[config.mk]
export PLATFORM = sky130hd
export DESIGN_NAME = lpbrq_front
export DESIGN_NICKNAME = d
export VERILOG_FILES = /design/src/rtl/lpbrq_pkg.sv /design/src/rtl/lpbrq_front.sv
export SDC_FILE = /design/constraint.sdc
export NUM_CORES = 1
export LEC_CHECK = 0
export CORE_MARGIN = 8
export CORE_UTILIZATION = 55
export DETAILED_ROUTE_END_ITERATION = 12
export DONT_BUFFER_PORTS = 1
export PLACE_DENSITY = 0.82
export SETUP_SLACK_MARGIN = 0.1
export SLEW_MARGIN = 20
export SYNTH_ARGS = -nofsm -noshare
export SYNTH_HDL_FRONTEND = slang
export SYNTH_SLANG_ARGS = --single-unit
[constraint.sdc]
create_clock -name clk_i -period 3.1 [get_ports clk_i]
set_input_delay 0.465 -clock clk_i [delete_from_list [all_inputs] [get_ports clk_i]]
set_output_delay 0.465 -clock clk_i [all_outputs]
set_load 0.02 [all_outputs]
[src/rtl/lpbrq_pkg.sv]
// Package with the item types, codes and sizes shared by the ring queue modules.
package lpbrq_pkg;

  localparam int BUFFER_BYTES_DEF = 1024;
  localparam int MAX_ENTRY_DEF    = 64;
  localparam int HEADER_BYTES     = 2;
  localparam int CMD_QUEUE_DEPTH  = 2;
  localparam int RES_QUEUE_DEPTH  = 2;

  localparam logic MODE_WRITE = 1'b0;
  localparam logic MODE_READ  = 1'b1;

  typedef enum logic [2:0] {
    ST_READ_BYTE      = 3'd0,
    ST_SKIPPED        = 3'd1,
    ST_EMPTY          = 3'd2,
    ST_WRITE_ACCEPTED = 3'd3,
    ST_WRITE_REJECTED = 3'd4
  } status_e;

  typedef enum logic [1:0] {
    OP_WR_START,
    OP_WR_BYTE,
    OP_WR_ZERO,
    OP_READ
  } cmd_op_e;

  typedef enum logic [2:0] {
    S_IDLE,
    S_WHDR,
    S_WDATA,
    S_RLEN,
    S_RDATA,
    S_PUSH
  } back_state_e;

  typedef struct packed {
    logic       mode;
    logic [5:0] entry_length;
    logic [7:0] in_byte;
    logic [6:0] read_limit;
  } in_item_t;

  typedef struct packed {
    logic [7:0] out_byte;
    status_e    status;
    logic [5:0] read_count;
    logic       last;
  } result_t;

  typedef struct packed {
    cmd_op_e    op;
    logic       last;
    logic [5:0] len;
    logic [7:0] data;
    logic [6:0] read_limit;
  } cmd_t;

endpackage

[src/rtl/lpbrq_front.sv]
// Front part that accepts items and classifies write bytes by their place in an entry.
module lpbrq_front import lpbrq_pkg::*; (
  input  logic     clk_i,
  input  logic     rst_ni,
  input  logic     item_push_i,
  input  in_item_t item_i,
  input  logic     cmd_full_i,
  output logic     cmd_push_o,
  output cmd_t     cmd_o
);

  logic [5:0] rem_q, rem_d;
  logic       accept;

  assign accept     = item_push_i && !cmd_full_i;
  assign cmd_push_o = accept;

  always_comb begin
    rem_d            = rem_q;
    cmd_o.op         = OP_READ;
    cmd_o.last       = 1'b1;
    cmd_o.len        = item_i.entry_length;
    cmd_o.data       = item_i.in_byte;
    cmd_o.read_limit = item_i.read_limit;
    if (item_i.mode == MODE_WRITE) begin
      if (rem_q == '0) begin
        if (item_i.entry_length == '0) begin
          cmd_o.op = OP_WR_ZERO;
        end else begin
          cmd_o.op   = OP_WR_START;
          cmd_o.last = (item_i.entry_length == 6'd1);
          rem_d      = item_i.entry_length - 6'd1;
        end
      end else begin
        cmd_o.op   = OP_WR_BYTE;
        cmd_o.last = (rem_q == 6'd1);
        rem_d      = rem_q - 6'd1;
      end
    end
  end

  always_ff @(posedge clk_i or negedge rst_ni) begin
    if (!rst_ni) begin
      rem_q <= '0;
    end else if (accept) begin
      rem_q <= rem_d;
    end
  end

endmodule

=== Word level (Yosys, flattened, before mapping) ===
Index checks and enable logic that the tools add are counted.
Widths: inputs -> output; s select.

* Add/subtract/negate cells: 2
* Equality and inequality tests: 3
* Mux-type cells: 6
* Bitwise logic cells: 1
* Reductions and logical operators: 5

{| class="wikitable"
|+ Operator list
! kind !! count
|-
| $eq 6x1->1 const B || 2
|-
| $logic_not 6->1 || 2
|-
| $mux 6 || 2
|-
| $sub 6x1->6 const B || 2
|-
| $mux 3 || 2
|-
| $reduce_and 3->1 || 1
|-
| $mux 2 || 1
|-
| $ne 2x2->1 const B || 1
|-
| $logic_and 1x1->1 || 1
|-
| $logic_not 1->1 || 1
|-
| $mux 1 || 1
|-
| $not 1->1 || 1
|}

* Register bits: 6
* Bits of input ports: 26

=== Longest topological paths before layout ===
* Depth after elaboration: 4
* Mapped depth: 7
* Mapped depth without buffers: 6

=== Worst setup path after synthesis ===
Ideal clock, no wire load.

* Kind: register to output
* From: register rem_q[2]
* To: output port cmd_o[21] in the netlist's numbering
* Arrival: 1,456 ps
* Slack: 1,179 ps
* Stages on the path, launching flop included: 5
* Buffers on the path: 0
* Cell sequence: dfrtp_1 > nor4_2 > a41oi_1 > inv_1 > a21o_1

{| class="wikitable"
|+ RTL lines
! element !! RTL line !! text
|-
| start: declaration || lpbrq_front.sv:12 || <nowiki>logic [5:0] rem_q, rem_d;</nowiki>
|-
| start signal: assignment || lpbrq_front.sv:46 || <nowiki>rem_q <= rem_d;</nowiki>
|-
| end: declaration || lpbrq_front.sv:9 || <nowiki>output cmd_t cmd_o</nowiki>
|}

==> impl_metrics.ini <==
[drt]
post_drt_wl_per_cell_um = 17.1
drt_drc_violations_left = 0
viasPerCell = 6.25
detailedRoute.firstIterationViolations = 9
routed-via-count = 519
wirelength_mm = 1.42
drt_pre_antenna_iters = 4
ant_nets = 0

[worst_setup_path]
crit_path_max_fanout = 6
worst_r2r_startpoint = rem_q[2]
crit_chain = nor4_2 > a41oi_1 > inv_1 > a21o_1
cp-end-kind = output pin
cp_data_required_time_ns = 2.63
timing.setup.critical_path_class = reg -> out
crit_path_start_kind = flop
worst_ep_arrival_time_ns = 1.93
critPathMaxStageDelay_ns = 0.55
critPathSlowestCell = nor4_2
setup.worst_path.start = rem_q[2]

[timing]
fin_worst_hold_slack_ns = 0.425
max_slew_margin_pct = 63.3
clock-skew-final_ns = 0.000502
finalHoldViolCount = 0
setup-violations-final = 0
setup_slack_ns = 0.700
timing.final.max_slew_violations = 0
timing.setup.tns_ns = 0
tightest_slew_ns = 0.550
max_freq_mhz = 417
finalCriticalPeriod_ns = 2.40
grt_setup_unrepaired = no
final_min_period_over_clock_period_pct = 77.4

[global_route]
gr-usage-all-layers_pct = 10.0
antenna_violations_before_repair = 0
use_met2_pct = 15.8
grt_pass1_wl_mm = 2.12
grt_most_used_layer = met2
grt_max_degree = 12
groute.layer.met3.usage_pct = 5.11
grt.overflow.total = 0
first_global_vias = 472
grtUsageMet1_pct = 10.4

[clocking]
cts.htree.levels = 1
tritoncts = built
worst_setup_hold_path_clk_slew_ns = 0.04
clkLatencyLatePin_ns = 0.24
cts_buffer_depth = 2
clockRootBuffer = clkbuf_4
cts-buffers-inserted = 3
cts.sinks = 6

[layout]
layout.area.seq_um2 = 150
final_util_pct = 48.1
nFillCells = 120
reg_top3 = rem_q x6
insertedDiodeCount = 0
syn2layout_area_growth_pct = -15.9
final_layout_size_suffix_gt1_share_pct = 13.2
flip_flop_count_of_the_largest_register_after_layout = 6
area_of_the_multi_input_gates_um2 = 387
finish.net_count = 101
register_containing_the_most_flip_flops_in_the_final_layout = rem_q
design_area_um2 = 611

[synthesis]
synthDistinctLibCells = 35
async_reset_ff_share_pct = 100
syn-cell-area_um2 = 726
synth_enable_flop_cells = 0
netlist_instances = 87
synth-warning-count = 0
synth.yosys.seq_area_share_pct = 20.7
syn_avg_cell_area_um2 = 8.34
ys.flop_type = dfrtp_1
synth.ff_latch_count = 6
postSynthNetCount = 118

[job]
max_cap_violations = 0

[power]
peakVddDrop_mv = 0.376
seqPwrFrac_pct = 38.8
power_report.internal_total_uw = 252
share_comb_of_total_power_pct = 45.0
switching_power_uw = 194
cellLeakagePower_uw = 0.000245
power.density_cell_area_mw_per_mm2 = 730
power.share.switching_pct = 43.5
clock_power_share_pct = 16.2

[floorplan]
die_area_mm2 = 0.00274
fp.dieH_um = 52.3
std_cell_rows = 13
floorplan.die.width_um = 52.3
placeable_core_area_mm2 = 0.00127
io_pins = 51
floorplan.initialDensity_pct = 57.2

[worst_hold_path]
hp-start = item_i[15]
path_type_of_the_worst_min_delay_path = in -> reg

[outcome]
run_status = completed

[placed_design]
buffer_ports.inserted = 0
pre_cts_ws_ns = 0.998
gpl.final_weighted_congestion = 0.818
dp_hpwl_mm = 1.14
placed_cell_area_um2 = 578
cells in the final DEF, fill, tap and decap left out, drive strengths merged:
cell,instances
inv,6
dfrtp,6
ha,5
nand3,4
nor2,4
nand2,4
o21ai,3
o22a,3
clkbuf,3
or3,3
xnor2,2
a22oi,2
a21oi,2
nor3,2
nor4,2
and2,1
nand2b,1
a41oi,1
a21o,1
nor2b,1
or3b,1
a41o,1
mux2,1
o31ai,1
or4,1
and3,1
o41ai,1
nor3b,1
a32oi,1
o21ba,1
xor2,1
dlygate4sd3,1
cell families (layout without fill, tap and decap cells):
family	after synthesis	in the layout	share of synthesized area [%]
adders and majority gates	5	5	8.62
muxes	1	1	1.55
DFF	6	6	20.7
buffers and inverters	29	10	26.0
xor gates and xnor gates	3	3	3.62
AOI/OAI and AO/OA	17	17	18.6
and+or+nand+nor	26	26	20.9
worst max-delay path, delay by kind of cell, from the launching register on:
family	cells	cell delay, ns
AOI/OAI and AO/OA	2	0.46
buffers and inverters	1	0.24
DFF	1	0.43
and+or+nand+nor	1	0.55
area by class of cell:
type	count	area share (%)
multi-input combinational	52	63.3
sequential	6	24.6
clock buffer	3	3.69
inverter	6	3.69
tap	15	3.07
timing repair buffer	1	1.64
cell usage after synthesis, types with 2 or more instances:
cell / n / area, um2
a21oi_1: 2 / 10.0
xnor2_1: 2 / 17.5
or3_1: 2 / 12.5
nor3_1: 2 / 10.0
buf_4: 21 / 158
ha_1: 5 / 62.6
o21ai_0: 3 / 15.0
dfrtp_1: 6 / 150
inv_1: 6 / 22.5
o22a_1: 3 / 26.3
nand3_1: 4 / 20.0
a22oi_1: 2 / 15.0
nor2_1: 4 / 15.0
nand2_1: 4 / 15.0
path summary, 6_finish.rpt:
path	end	cells past startpoint	slack, ns
max in group asynchronous	rem_q[1]	1	2.36
worst max-delay path	cmd_o[21]	4	0.70
worst min register to register	rem_q[5]	1	0.55
min in group asynchronous	rem_q[5]	1	0.53
worst min-delay path	rem_q[0]	2	0.42
worst max register to register	rem_q[3]	4	1.17
stage by stage:
step / instances / total power [uW]
after CTS: 83 / 446
after floorplan: 87 / 364
after global routing: 83 / 482
final: 83 / 446
after global placement: 79 / 358
after detailed placement: 79 / 369
layer usage:
layer	share of wire (%)	wire, um
met5	0	0
met4	1.6	23
met3	10	144
met2	48	674
met1	41	574
repair_timing:
action | in CTS | in global routing
hold endpoints to repair | 6 | 0
hold buffers | 1 | 0
setup buffers | 0 | 0
gates resized for setup | 0 | 0
power by group through the flow:
stage	combinational (uW)	sequential, uW	clock (uW)
after CTS	200	170	75.5
final	201	173	72.3
after global routing	223	178	80.6
after global placement	190	168	0
after detailed placement	198	171	0
after floorplan	207	157	0
Note: power is estimated with default switching activity, not from simulation.
