--- config.mk ---
export PLATFORM = sky130hd
export DESIGN_NAME = lpbrq_fifo
export DESIGN_NICKNAME = d
export VERILOG_FILES = /design/src/rtl/lpbrq_fifo.sv
export SDC_FILE = /design/constraint.sdc
export NUM_CORES = 1
export LEC_CHECK = 0
export ABC_AREA = 1
export BUFFER_PORTS_ARGS = -buffer_cell sky130_fd_sc_hd__buf_2
export CAP_MARGIN = 20
export CORE_UTILIZATION = 49
export DETAILED_ROUTE_END_ITERATION = 8
export GPL_TIMING_DRIVEN = 1
export PLACE_DENSITY = 0.84
export RECOVER_POWER = 50
export SYNTH_ARGS = -nofsm -noshare
export SYNTH_HDL_FRONTEND = slang
export SYNTH_SLANG_ARGS = --single-unit
--- constraint.sdc ---
create_clock -name clk_i -period 1.7 [get_ports clk_i]
set_input_delay 0.425 -clock clk_i [delete_from_list [all_inputs] [get_ports clk_i]]
set_output_delay 0.425 -clock clk_i [all_outputs]
set_load 0.05 [all_outputs]
--- src/rtl/lpbrq_fifo.sv ---
// Small register queue used between the front and back parts and at the result side.
module lpbrq_fifo #(
  parameter int Width = 8,
  parameter int Depth = 2
) (
  input  logic             clk_i,
  input  logic             rst_ni,
  input  logic             push_i,
  input  logic [Width-1:0] wdata_i,
  input  logic             pop_i,
  output logic [Width-1:0] rdata_o,
  output logic             full_o,
  output logic             empty_o
);

  localparam int PtrW = (Depth > 1) ? $clog2(Depth) : 1;
  localparam int CntW = $clog2(Depth + 1);

  logic [Width-1:0] mem_q [Depth];
  logic [PtrW-1:0]  wr_ptr_q, wr_ptr_d;
  logic [PtrW-1:0]  rd_ptr_q, rd_ptr_d;
  logic [CntW-1:0]  cnt_q, cnt_d;
  logic             do_push;
  logic             do_pop;

  assign full_o  = (cnt_q == CntW'(Depth));
  assign empty_o = (cnt_q == '0);
  assign do_push = push_i && !full_o;
  assign do_pop  = pop_i && !empty_o;
  assign rdata_o = mem_q[rd_ptr_q];

  always_comb begin
    wr_ptr_d = wr_ptr_q;
    rd_ptr_d = rd_ptr_q;
    cnt_d    = cnt_q;
    if (do_push) begin
      wr_ptr_d = (wr_ptr_q == PtrW'(Depth - 1)) ? '0 : wr_ptr_q + 1'b1;
    end
    if (do_pop) begin
      rd_ptr_d = (rd_ptr_q == PtrW'(Depth - 1)) ? '0 : rd_ptr_q + 1'b1;
    end
    if (do_push && !do_pop) begin
      cnt_d = cnt_q + 1'b1;
    end else if (do_pop && !do_push) begin
      cnt_d = cnt_q - 1'b1;
    end
  end

  always_ff @(posedge clk_i or negedge rst_ni) begin
    if (!rst_ni) begin
      wr_ptr_q <= '0;
      rd_ptr_q <= '0;
      cnt_q    <= '0;
    end else begin
      wr_ptr_q <= wr_ptr_d;
      rd_ptr_q <= rd_ptr_d;
      cnt_q    <= cnt_d;
    end
  end

  always_ff @(posedge clk_i) begin
    if (do_push) begin
      mem_q[wr_ptr_q] <= wdata_i;
    end
  end

endmodule

== After elaboration in Yosys (flattened, before gate mapping) ==
Memories as Yosys holds them, arrays and structs flattened.
Cells that the tools add are included.

* Add/sub/neg operators: 4
* $mul: 0
* Divide/modulo/power cells: 0
* $lt $le $gt $ge: 0
* Equality and inequality tests: 1
* Shift-type cells: 0
* Mux-type cells: 6
* Bitwise operators: 0
* Reductions and logical operators: 10

{| class="wikitable"
|+ Operator list
! operator !! count
|-
| logical AND 1 bit || 4
|-
| zero test 1 bit || 4
|-
| two-way mux 1 bit || 4
|-
| two-way mux 2 bit || 2
|-
| adder 1 bit (second input constant) || 2
|-
| adder 2 x 1 -> 2 bit (second input constant) || 1
|-
| == test 2 bit (second input constant) || 1
|-
| zero test 2 bit || 1
|-
| nonzero test 2 bit || 1
|-
| subtractor 2 x 1 -> 2 bit (second input constant) || 1
|}

* Bits in registers: 4
* Bits in latches: 0
* Bits in writable memories: 16
* Memory bits (read-only): 0
* Output and inout bits: 10
* Word-level logic and storage cells: 25
* Memories: 1

{| class="wikitable"
|+ Memory list
! memory !! depth !! width !! rd ports !! clocked after Yosys merged registers in !! wr ports !! line !! text
|-
| mem_q || 2 || 8 || 1 || 0 || 1 || 19 || <nowiki>logic [Width-1:0] mem_q [Depth];</nowiki>
|}

== Depth between registers and ports, before layout ==
* Depth in word-level cells: 7
* Gate-level depth with buffers: 9
* Mapped depth without buffers: 9

== Worst setup path after synthesis ==
OpenSTA, ideal clock, no wires.

* Path kind: register to register
* Start point: reg cnt_q[0]
* End point: reg cnt_q[1]
* Library setup time: 117 ps
* Data arrival time: 1521 ps
* Required time: 1583 ps
* Setup slack: 62 ps
* Stages on the path, launching flop included: 8
* Buffers on the path: 0
* Clock period less this slack: 1638 ps
* Cell sequence: dfrtp_1 > nor2_2 > nor2_2 > ha_1 > inv_1 > nand3_1 > nand2_1 > nand2_1

* Word-level cells in the longest chain between the ends: 6
* Elaborated cells on any way between the ends: 15
* Those cells by class: add/sub (2); eq/ne (1); mux (2); reduce/logical (10)

{| class="wikitable"
|+ Ends and longest elaborated chain
! what !! line !! text
|-
| from (decl) || 22 || <nowiki>logic [CntW-1:0] cnt_q, cnt_d;</nowiki>
|-
| from (signal assigned) || 57 || <nowiki>cnt_q <= cnt_d;</nowiki>
|-
| == test 2 bit (*) || 26 || <nowiki>assign full_o = (cnt_q == CntW'(Depth));</nowiki>
|-
| via full_o || 12 || <nowiki>output logic full_o,</nowiki>
|-
| zero test 1 bit (*) || 28 || <nowiki>assign do_push = push_i && !full_o;</nowiki>
|-
| logical AND 1 bit (*) || 28 ||
|-
| zero test 1 bit || 44 || <nowiki>end else if (do_pop && !do_push) begin</nowiki>
|-
| logical AND 1 bit || 44 ||
|-
| nonzero test 2 bit (no line) || -- ||
|}

The timed path passes the listed nets; every way through them passes the cells marked *. The select of a mux whose other input is x is not followed.
A chain may end at the register's enable or synchronous reset.

== Worst setup path in the final report ==
* Start point: reg rd_ptr_q
* End point: out rdata_o[2]

* Word-level cells in the longest chain between the ends: 1

{| class="wikitable"
|+ Ends and longest elaborated chain
! what !! line !! text
|-
| from (decl) || 21 || <nowiki>logic [PtrW-1:0] rd_ptr_q, rd_ptr_d;</nowiki>
|-
| from (signal assigned) || 56 || <nowiki>rd_ptr_q <= rd_ptr_d;</nowiki>
|-
| memory (2 x 8 bit) || -- ||
|-
| to (decl) || 11 || <nowiki>output logic [Width-1:0] rdata_o,</nowiki>
|}

Every way passes these cells.

==> run summary <==
Post-route ant nets: 0
Post-route cell area: 0.001032 mm²
H-tree depth: 1
Dpl cells: 110
Drt via density: 5.052
Row count: 14
Share of layout cells above drive strength 1: 0.2700
Largest net degree at the start of global routing: 13
Cells along the critical path: inv_4 > nand2_1 > nand2_1 > buf_4
Port bufs: 21
Post-Syn Instances: 73
Number of flops mapped to enable cells by yosys: 16
Initial antenna violation count: 0
Diode count: 0
Die Footprint: 0.001819 mm²
Peak supply drop: 1.109 mV
Pins Over Slew Limit: 0
Routed len/inst: 11.27 µm
Min Tclk post-route: 1649 ps
Synth unique cells: 14
Final setup skew: 0.4912 ps
CTS tree: built
Relative slew slack: 0.7845
CP max stage cell: dfrtp_2
Synth area leader: edfxtp_1
Violation count after the first detailed-routing iteration: 14
Pwr Density: 2156 mW/mm²
Chip Height: 42.65 µm
Ys flop type: edfxtp_1
Finished Layout Cells: 116
CP startpoint: rd_ptr_q$_DFFE_PN0P_
CP max stage delay: 480 ps
Worst Hold Class: primary input to flop
Final period utilization: 0.9703
Via count: 586
Clock buffer depth: 2
Fin Hold WS: 304.1 ps
Worst-Margin Slew: 322.9 ps
Area contributors post-synth: edfxtp_1, nand2_1, dfrtp_1, inv_1, ha_1
Worst r2r path cells: 6
Layout area overhead: 27.51%
Setup_tns: 0 ps
Reg clk slew, reported paths: 110 ps
Die width: 42.65 µm
Detail Placement HPWL: 979.2 µm
Post-placement cell area: 937.1 µm²
Final hold vios: 0
PnR worst setup slack: 50.57 ps
Setup violators final: 0
Hold Startpoint: wdata_i[7]
Initial Util: 0.5312
FF+latch count, synth: 20
Gpl congestion: 0.7864
Global-route wire length before repair: 2097 µm
CP Max Fanout: 9
Setup crit end kind: output port
Share of Yosys cell area claimed by the top area cell type: 0.5935
Commonest cells in the netlist: nand2_1, edfxtp_1, inv_1
Yosys warning total: 0
Syn_nets: 86
CTS Buf Count: 3
Core footprint: 0.001524 mm²
FF-to-FF End: cnt_q[1]$_DFFE_PN0P_
RR Startpoint: cnt_q[0]$_DFFE_PN0P_
Cell area after synthesis: 809.5 µm²
RSZ-0062 raised after global routing: no
Worst-Skew Late Latency: 300 ps
Worst EP arrival: 1220 ps
Setup crit start kind: flop
I/O Pins: 22
Max Fclk: 606.3 MHz
Place WS: 235.2 ps
Leakage: 0.0004821 µW
Top-count cell post-synth: nand2_1
Avg Inst Size Synth: 11.09 µm²
Nets: 114
Hold Path Depth: 1
GRT overflow: 0
Status: complete, no violations
Most used cell along the critical path: nand2_1
Post-synthesis sequential area ratio: 0.7172
R2R Setup Slk: 250 ps
WHS Endpoint: mem_q[1][7]$_DFFE_PP_
Number of max-cap violations: 0
WL final: 1307 µm
GRT Util Overall: 0.1644
Clk root buf: clkbuf_4
Post-synth ARST share: 0.2000
Vias in the first global route: 509
Worst Path Required: 1270 ps
First-pass detailed-route iteration total: 4
Crit Path Class: flop to output port
# DRC: 0
# clock sinks: 20
-- timing repair --
| item | 4_1_cts | 5_1_grt |
|---|---|---|
| resized for setup | 10 | 4 |
| endpoints found under the hold margin | 4 | 0 |
| endpoints found under the setup margin | 8 | 9 |
| buffers inserted | 0 | 1 |
| gates cloned | 0 | 0 |
| hold buffers | 1 | 0 |
-- cells in the final DEF (no fill, tap or decap), drive strengths merged, types with 2 or more instances in the layout --
cell | Yosys | layout
buf | 1 | 18
clkbuf | 0 | 8
dfrtp | 4 | 4
edfxtp | 16 | 16
inv | 8 | 8
nand2 | 33 | 33
nor2 | 4 | 4
o21ai | 2 | 2
-- critical path: cells and delay by family, from the launching register on --
family | cells | cell delay, ps
flip-flops | 1 | 480
AND/OR/NAND/NOR | 2 | 130
buffers and inverters | 2 | 320
-- per-stage QoR --
| stage | total power [µW] | util |
|---|---|---|
| 6_report | 2225 | 0.6773 |
| 5_1_grt | 2340 | 0.6773 |
| 4_1_cts | 2196 | 0.6716 |
| 3_5_place_dp | 1745 | 0.6149 |
| 3_3_place_gp | 1715 | 0.6149 |
| 2_1_floorplan | 1527 | - |
-- cell families (layout without fill, tap and decap cells) --
logic type	count (synthesis)	after routing	synth area share
AND/OR/NAND/NOR	40	40	0.2009
flip-flops	20	20	0.7172
buffers and inverters	9	36	0.04327
AO/OA/AOI/OAI	2	2	0.01237
adder cells (fa/ha/maj)	1	1	0.01545
XOR/XNOR	1	1	0.01082
-- how the worst max path moves through the flow --
stage / to / depth (start not counted)
2_1_floorplan: cnt_q[1]$_DFFE_PN0P_ / 7
3_3_place_gp: rdata_o[2] / 4
3_5_place_dp: rdata_o[2] / 4
4_1_cts: rdata_o[2] / 4
5_1_grt: rdata_o[4] / 4
6_report: rdata_o[2] / 4
-- flip-flops by register name, indices dropped and copies added (netlist names) --
| name | flops |
|---|---|
| mem_q | 16 |
| cnt_q | 2 |
| rd_ptr_q | 1 |
| wr_ptr_q | 1 |
-- final cells by class --
type                    count  area (µm²)
flip-flops and latches     20       581.8
fillers                   109       491.7
multi-input cells          44       193.9
repair buffers             24       151.4
inverters                   8       32.53
clock inverters             1       30.03
clock buffers               3       22.52
well taps                  16       20.02
-- where the power goes --
part           leakage [µW]  internal, µW  total, µW  switching, µW
clock             0.0000279           238        381            143
combinational      0.000259           316       1070            757
sequential         0.000196           683        772           89.2
-- routing by layer --
layer,vias up,GRT usage,part of all wire
li1,288,-,-
met2,17,0.2636,0.51
met1,276,0.1780,0.42
met5,-,0,0
met4,0,0.1250,0.030
met3,5,0.05172,0.041
Power figures use the tool's default switching activity.
